[src/rtl/core/swm_pkg.sv]
// ----------------------------------------------------------------------------
// Sliding window maximum package
// Shared widths, transaction types and the control word of the cell row.
// ----------------------------------------------------------------------------
package swm_pkg;

  localparam int WindowMax = 64;
  localparam int DataW     = 32;
  localparam int MaxAgeW   = 6;
  localparam int CfgW      = 7;
  localparam int CountW    = $clog2(WindowMax + 1);
  localparam int AgeW      = CountW;
  localparam int AddrW     = 3;

  typedef struct packed {
    logic signed [DataW-1:0] sample;
    logic                    start_req;
  } in_item_t;

  typedef struct packed {
    logic signed [DataW-1:0] window_max;
    logic [MaxAgeW-1:0]      max_age;
  } out_item_t;

  typedef struct packed {
    logic                    clear;
    logic                    age_inc;
    logic                    shift;
    logic                    push;
    logic signed [DataW-1:0] sample;
  } cell_ctrl_t;

endpackage

[src/rtl/core/swm_cell.sv]
// ----------------------------------------------------------------------------
// Sliding window maximum cell
// One entry of the candidate queue: it ages, takes its back-side neighbor
// on a front pop, drops out when dominated and captures an appended sample.
// ----------------------------------------------------------------------------
module swm_cell (
  input  logic                                    clk_i,
  input  logic                                    rst_ni,
  input  swm_pkg::cell_ctrl_t                     ctrl_i,
  input  logic                                    prev_keep_i,
  input  logic                                    next_valid_i,
  input  logic signed [swm_pkg::DataW-1:0]        next_value_i,
  input  logic [swm_pkg::AgeW-1:0]                next_age_i,
  output logic                                    valid_o,
  output logic signed [swm_pkg::DataW-1:0]        value_o,
  output logic [swm_pkg::AgeW-1:0]                age_o,
  output logic                                    keep_o
);

  logic                             valid_q, valid_d;
  logic signed [swm_pkg::DataW-1:0] value_q, value_d;
  logic [swm_pkg::AgeW-1:0]         age_q, age_d;
  logic                             dominated;
  logic                             keep;
  logic                             take;

  assign dominated = valid_q && (value_q <= ctrl_i.sample);
  assign keep      = valid_q && !dominated;
  assign take      = !keep && prev_keep_i;

  always_comb begin
    valid_d = valid_q;
    value_d = value_q;
    age_d   = age_q;
    if (ctrl_i.clear) begin
      valid_d = 1'b0;
    end else if (ctrl_i.age_inc) begin
      age_d = age_q + swm_pkg::AgeW'(1);
    end else if (ctrl_i.shift) begin
      valid_d = next_valid_i;
      value_d = next_value_i;
      age_d   = next_age_i;
    end else if (ctrl_i.push) begin
      valid_d = keep || take;
      if (take) begin
        value_d = ctrl_i.sample;
        age_d   = '0;
      end
    end
  end

  always_ff @(posedge clk_i or negedge rst_ni) begin
    if (!rst_ni) begin
      valid_q <= 1'b0;
    end else begin
      valid_q <= valid_d;
    end
  end

  always_ff @(posedge clk_i) begin
    value_q <= value_d;
    age_q   <= age_d;
  end

  assign valid_o = valid_q;
  assign value_o = value_q;
  assign age_o   = age_q;
  assign keep_o  = keep;

endmodule

[config.mk]
export PLATFORM = sky130hd
export DESIGN_NAME = swm_cell
export DESIGN_NICKNAME = d
export VERILOG_FILES = /design/src/rtl/core/swm_pkg.sv /design/src/rtl/core/swm_cell.sv
export SDC_FILE = /design/constraint.sdc
export NUM_CORES = 1
export LEC_CHECK = 0
export BUFFER_PORTS_ARGS = -buffer_cell sky130_fd_sc_hd__buf_4
export CAP_MARGIN = 20
export CORE_MARGIN = 5
export CORE_UTILIZATION = 47
export CTS_CLUSTER_SIZE = 16
export DETAILED_ROUTE_END_ITERATION = 12
export PLACE_DENSITY = 0.81
export SLEW_MARGIN = 5
export SYNTH_ARGS = -nofsm -noshare
export SYNTH_HDL_FRONTEND = slang
export SYNTH_SLANG_ARGS = --single-unit
export TNS_END_PERCENT = 30
[constraint.sdc]
create_clock -name clk_i -period 3.6 [get_ports clk_i]
set_input_delay 0.18 -clock clk_i [delete_from_list [all_inputs] [get_ports clk_i]]
set_output_delay 0.18 -clock clk_i [all_outputs]
set_load 0.01 [all_outputs]
# After elaboration in Yosys (flattened, before gate mapping)
# Cells that the tools add are included.
dict set report classes {
  n_addsub 1
  n_lt_le_gt_ge 1
  bitwise_logic 2
  n_reduce_logical 14
  muxes 11
  eq_ne 1
}
# op count
set ops {}
lappend ops {{$mux W32} 3}
lappend ops {{$le A32 B32 Y1} 1}
lappend ops {{$mux W7} 4}
lappend ops {{$reduce_bool A3 Y1} 3}
lappend ops {{$add A7 B1 Y7 const B} 1}
lappend ops {{$mux W1} 4}
lappend ops {{$reduce_and A4 Y1} 1}
lappend ops {{$reduce_bool A2 Y1} 2}
lappend ops {{$logic_and A1 B1 Y1} 3}
lappend ops {{$reduce_and A3 Y1} 1}
lappend ops {{$logic_not A1 Y1} 2}
lappend ops {{$ne A2 B1 Y1 const B} 1}
lappend ops {{$not A1 Y1} 2}
lappend ops {{$reduce_and A2 Y1} 1}
lappend ops {{$logic_or A1 B1 Y1} 1}
dict set report totals {
  wordCells 33
  in_bits 79
  ff_bits 40
  output_inout_bits 41
}

# Depth between registers and ports, before layout
# Gate-level depths: netlist of the first run.
dict set report logic_depth {
  word_depth 11
  mapped_depth 9
  ltp_nobuf 9
}

# Worst setup path before layout of the first run
# No wires, ideal clock.
dict set report synth_timing {
  kind {reg-to-reg}
  start {register value_q (netlist bit value_o[10])}
  end {register value_q (netlist bit value_o[0]) (enable)}
  stages_incl_launch_ff 9
  n_path_buf 0
  required_time_ps 3224
  arrival_time_ps 2290
  setup_slack_ps 935
  period_less_slack_ps 2665
  path_cell_list {edfxtp_1 -> ha_1 -> and4_4 -> nor4b_4 -> a21bo_2 -> o211ai_2 -> a21oi_2 -> xnor2_2 -> o31a_2}
}
dict set report synth_between {
  elab_chain_len 8
}
# item line
set synth_lines {}
lappend synth_lines {{start, declared} swm_cell.sv:21} ;# logic signed [swm_pkg::DataW-1:0] value_q, value_d;
lappend synth_lines {{start signal, assigned} swm_cell.sv:61} ;# value_q <= value_d;
lappend synth_lines {{$le A32 B32 Y1} swm_cell.sv:27} ;# assign dominated = valid_q && (value_q <= ctrl_i.sample);
lappend synth_lines {{$logic_and A1 B1 Y1} swm_cell.sv:27}
lappend synth_lines {{$logic_not A1 Y1} swm_cell.sv:28} ;# assign keep = valid_q && !dominated;
lappend synth_lines {{$logic_and A1 B1 Y1} swm_cell.sv:28}
lappend synth_lines {{$logic_not A1 Y1} swm_cell.sv:29} ;# assign take = !keep && prev_keep_i;
lappend synth_lines {{$logic_and A1 B1 Y1} swm_cell.sv:29}
lappend synth_lines {{$reduce_bool A2 Y1 (no source line)} n/a}
lappend synth_lines {{$reduce_and A4 Y1 (no source line)} n/a}
# Every way passes these cells.
# A chain may end at the register's enable or synchronous reset.

# Worst setup path in the final report of the first run
dict set report layout_timing {
  start {register value_q (netlist bit value_o[31])}
  end {register value_q (netlist bit value_o[8]) (enable)}
}
# The elaborated chain is that of the path after synthesis.

==> results of run 1 <==
[routing by layer]
| metal | vias to the layer above | share of wire, % |
|---|---|---|
| met3 | 11 | 7.5 |
| met2 | 87 | 48 |
| met1 | 1034 | 42 |
| met4 | 0 | 1.7 |
| li1 | 1189 | - |
| met5 | - | 0 |
[layout make-up]
| type | instances | area share (%) |
|---|---|---|
| repair buffers | 121 | 24.9 |
| multi-input cells | 186 | 34.2 |
| clock inverters | 1 | 0.103 |
| well taps | 72 | 2.46 |
| flip-flops and latches | 40 | 32.7 |
| inverters | 34 | 3.49 |
| clock buffers | 7 | 2.09 |
[cell usage in the layout (no fill, tap or decap), types with 4 or more instances in the layout]
| master | instances |
|---|---|
| a21oi_1 | 13 |
| buf_4 | 120 |
| clkbuf_8 | 5 |
| edfxtp_1 | 39 |
| ha_1 | 33 |
| inv_1 | 34 |
| nand2_1 | 49 |
| nand3_1 | 6 |
| nand4_1 | 5 |
| nor2_1 | 8 |
| o21ai_0 | 40 |
| xnor2_1 | 4 |
[flip-flops by register name (all words and copies together) (netlist names)]
signal / cells
valid_o: 1
value_o: 32
age_o: 7
[power by group]
group	switching (W)	internal (W)	total [W]	leakage, nW
registers	0.0000166	0.000544	0.000560	0.380
logic	0.000126	0.000140	0.000266	1.30
clock network	0.000153	0.000135	0.000288	0.0399
total	0.000296	0.000819	0.00111	1.72
[cell families (layout without fill, tap and decap cells)]
kind of cell	after synthesis	count (layout)
XOR/XNOR	6	6
adder cells (fa/ha/maj)	33	33
AO/OA/AOI/OAI	67	67
buffers and inverters	43	163
flip-flops	40	40
AND/OR/NAND/NOR	78	78
multiplexers	2	2
[final timing paths]
path,start,to,slack (ps),depth (start not counted)
worst max-delay path,value_o[31],value_o[8],820,7
worst min-delay path,next_value_i[25],value_o[25],160,3
worst max register to register,value_o[31],value_o[8],820,7
worst min register to register,age_o[0],age_o[0],660,1
max in group asynchronous,rst_ni,valid_o,3310,2
min in group asynchronous,rst_ni,valid_o,210,2
[per-stage QoR]
step,std cells,setup WS [ps],area [sq um]
3_5_place_dp,452,808,3570
5_1_grt,461,604,3660
4_1_cts,461,779,3660
3_3_place_gp,452,925,3570
6_report,461,823,3660
2_1_floorplan,269,935,2610
[worst max-delay path, cell delays in order (launching register included)]
cell and delay, ps:
edfxtp_1 420, ha_1 400, nand4_1 200, nor4_1 530, a21oi_2 130, xnor2_2 220
o31a_2 150, buf_4 370
==> impl_metrics.toml, run 1 <==
[outcome]
status = "complete, no violations"

[power]
p_total_w = 0.00111
p_leak_nw = 1.72
peakVddDrop_mv = 0.310
power_density_nw_per_um2 = 305

[logic_synthesis]
syn_nets = 381
synth.area.mux_share_pct = 0.815
synth_xor_area_share_pct = 2.30
synth_top_area_cell = "edfxtp_1"
synth_fa_ha_area_share_pct = 15.8
syn_inst = 269
ys_seq_area_share_pct = 45.8
netlist_area_sq_um = 2610
ys.flop_type = "edfxtp_1"
synthTopCellsByArea = "edfxtp_1 45%, ha_1 16%, o21ai_0 7.7%"
synth_edf_count = 39
async_reset_ff_share_pct = 2.50
syn_avg_cell_area_sq_um = 9.70
synth-simple-area-share_pct = 13.8
synth_top_family_by_area = "adder cells"
synth_common_cells = "49 x nand2_1, 40 x o21ai_0, 39 x edfxtp_1, 34 x inv_1, 33 x ha_1"
ys_types = 37
synth_compound_gate_area_share_pct = 15.2
synth.top_cell.area_share_pct = 44.9
synth_seq_cells = 40
yosys_warnings = 0
yosysMostFrequentCell = "nand2_1"

[cts]
hold_buffers = 1
clk_pin_slew_ps = 80
post_cts_buffers = 0
h-tree-depth = 2
numCtsBuffers = 5
cts_root_buf = "clkbuf_8"
ctsResizeCount = 0
cts_tree = "built"
cts_buffer_depth = 2
clkSinkCount = 40
clock_latency_ps = 290

[floorplanning]
coreArea_sq_um = 5440
initial_utilization_pct = 48.0
die_width_microns = 84.5
dieArea_sq_um = 7140
rows = 27
io_pins = 120
die_h_microns = 84.5

[timing]
fmaxAchievable_mhz = 360
setup_viol_count_final = 0
relSlewSlack_pct = 59.4
rsz0062_at_grt = "no"
slew_viol_final = 0
finalHoldViolCount = 0
fin_setup_tns_ps = 0
worst_pin_slew_ps = 608
min_period_over_period_pct = 77.1
whs_ps = 163
fin_crit_ps = 2780
skew_ps = 6.97

[grt]
grt_use_met3_pct = 5.50
grt_max_degree = 73
grt_pass1_wl_microns = 11100
grt_pass1_vias = 2414
global_route.usage.met2_pct = 32.5
antenna_found_initial = 0
grt-ovfl-total = 0
grt.total_usage_pct = 19.1
grt_busiest_layer = "met2"
grtUsageMet1_pct = 23.2

[cells_and_area]
areaGrowthSynthToFinish_pct = 40.1
multi_input_area_sq_um = 1250
fill_cells = 447
nNetsFinal = 500
final_util_pct = 67.2
drive_gt1_share_pct = 34.4
diodes = 0
seq_area_sq_um = 1200

[worst_setup_path]
critical_path_peak_fanout = 32
end_kind = "register"
worst_ep_required_time_ps = 3550
worstPathArrival_ps = 2720
path_class = "register to register"
crit_path_start_kind = "register"

[drt]
drt_iter0_drc = 108
drc = 0
wl_microns = 6630
ant_nets = 0
dr.pass1.iters = 4
wl_per_cell_microns = 14.4
vias = 2321
vias_per_cell = 5.03

[min_path]
hp-class = "input pin to register"

[job]
maxCapViolCount = 0

[placement]
portBuffers = 119
dp_hpwl_microns = 5430
gp_congestion = 0.802
Note: power is estimated with default switching activity, not from simulation.
==> run 2: changes to the inputs <==
CORE_UTILIZATION = 43   (was 47)
PLACE_DENSITY = 0.78   (was 0.81)
clock period = 2.38 ns   (was 3.6 ns; I/O delays follow)
==> run 2 against run 1 <==
  * The run now ends with setup timing left
  * Clock skew shrank 2.4 ps
  * Maximum frequency rose by 7.5%
  * First-iteration DRC count rose by 19%
  * Largest cell class unchanged
  * Highest routed layer unchanged
==> impl_metrics.toml, run 2 (synthesis results as in run 1) <==
[floorplanning]
rows = 28
die_width_microns = 87.9
die_h_microns = 87.9
initial_utilization_pct = 44.1
io_pins = 120
dieArea_sq_um = 7730
coreArea_sq_um = 5920

[worst_setup_path]
critical_path_peak_fanout = 8
r2r-start = "value_o[13]"
crit_path_cell_trace = "ha_4 > nand4_1 > nor4b_4 > a21bo_2 > o211ai_2 > a21oi_2 > xnor2_2 > buf_4 > o31a_4"
path_class = "register to register"
worst_ep_required_time_ps = 2420
end_kind = "register"
worstPathArrival_ps = 2620
path_buf_inv = 1
crit_start = "value_o[13]"
cpPeakStageDelay_ps = 440
cp_slowest_cell = "edfxtp_1"
crit_family = "compound AO/OA/AOI/OAI gates"
crit_path_start_kind = "register"

[timing]
min_period_over_period_pct = 109
skew_ps = 4.59
rsz0062_at_grt = "yes"
worst_pin_slew_ps = 1020
finalHoldViolCount = 0
fmaxAchievable_mhz = 387
fin_crit_ps = 2580
setup_ws_ps = -203
setup_viol_count_final = 40
slew_viol_final = 0
relSlewSlack_pct = 31.6

[cells_and_area]
layout_commonest_cell = "buf_4"
areaGrowthSynthToFinish_pct = 56.1
drive_gt1_share_pct = 42.1
final_cell_mix = "156 x buf_4, 48 x nand2_1, 40 x o21ai_0, 39 x edfxtp_1, 34 x inv_1"
largest_reg_flops = 32
instances_no_fill = 505
nNetsFinal = 541
diodes = 0

[drt]
ant_nets = 0
dr.pass1.iters = 4
wl_microns = 7730
wl_per_cell_microns = 15.3
drc = 0
drt_iter0_drc = 129
vias_per_cell = 5.08
vias = 2567

[cts]
clk_pin_slew_ps = 80
clkSinkCount = 40
h-tree-depth = 2
clock_latency_ps = 290
cts_tree = "built"
cts_root_buf = "clkbuf_8"
numCtsBuffers = 5
cts_buffer_depth = 2

[min_path]
hp-class = "input pin to register"
min-delay-start = "next_value_i[6]"

[grt]
grt_max_degree = 41
grt.total_usage_pct = 20.2
antenna_found_initial = 0
grt_pass1_vias = 2643
grt-ovfl-total = 0
grt_pass1_wl_microns = 12100

[power]
p_total_w = 0.00178
power_density_nw_per_um2 = 438
p_leak_nw = 1.94
peakVddDrop_mv = 0.309

[outcome]
status = "finished, violations left"
violations = "setup timing"

[job]
maxCapViolCount = 0

[placement]
gp_congestion = 0.830
portBuffers = 119
dp_hpwl_microns = 5830
dp_cells = 487
==> run 2: cell count changes in the layout (fill, tap and decap cells not counted), sizes merged <==
| cell | before | now |
|---|---|---|
| buf | 120 | 158 |
| o31a | 1 | 4 |
==> run 2: final timing paths <==
path	cells after the start	to	slack (ps)
worst max-delay path	9	value_o[30]	-200
worst min-delay path	3	value_o[6]	100
worst max register to register	9	value_o[30]	-200
worst min register to register	1	age_o[0]	670
max in group asynchronous	2	valid_o	2150
min in group asynchronous	2	valid_o	150
==> run 2: area by class of cell <==
type,count,area (sq um)
fill,472,1850
clock buffer,7,76.3
multi-input combinational,189,1370
clock inverter,1,3.75
timing repair buffer,159,1200
inverter,34,128
sequential,40,1200
tap,75,93.8
==> run 2: repair_timing <==
| item | in CTS | in global routing |
|---|---|---|
| hold endpoints to repair | 1 | 0 |
| hold buffers | 1 | 0 |
| pin swaps | 5 | 4 |
| cloned | 2 | 1 |
| endpoints found under the setup margin | 40 | 40 |
| resized for setup | 4 | 7 |
| setup buffers | 4 | 2 |
==> run 2: power by group <==
part	internal, W	switching, W
Sequential	0.000822	0.0000251
Clock	0.000204	0.000228
Combinational	0.000270	0.000233
==> run 2: worst register-to-register path, delay by kind of cell (launching register included) <==
kind / cells / cell delay (ps)
adder cells (fa/ha/maj): 1 / 300
AO/OA/AOI/OAI: 4 / 820
flip-flops: 1 / 440
buffers and inverters: 1 / 160
XOR/XNOR: 1 / 160
AND/OR/NAND/NOR: 2 / 440
==> run 2: layer usage <==
| layer | vias up | track usage (%) | routed length (microns) |
|---|---|---|---|
| li1 | 1281 | - | - |
| met1 | 1185 | 24.2 | 3100 |
| met2 | 89 | 36.4 | 3970 |
| met3 | 12 | 4.14 | 539 |
| met4 | 0 | 5.86 | 128 |
| met5 | - | 0 | 0 |
==> run 2: metrics by stage <==
stage	cell area (sq um)	util [%]	TNS, ps	hold WS (ps)	worst slack, ps
global route	4080	68.8	-11980	115	-320
floorplan	2640	-	-3060	-177	-83.7
finish	4080	68.8	-6830	105	-203
global placement	3840	64.9	-4900	-103	-143
detailed placement	3840	64.9	-8620	-102	-245
CTS	4010	67.8	-6400	99.3	-192
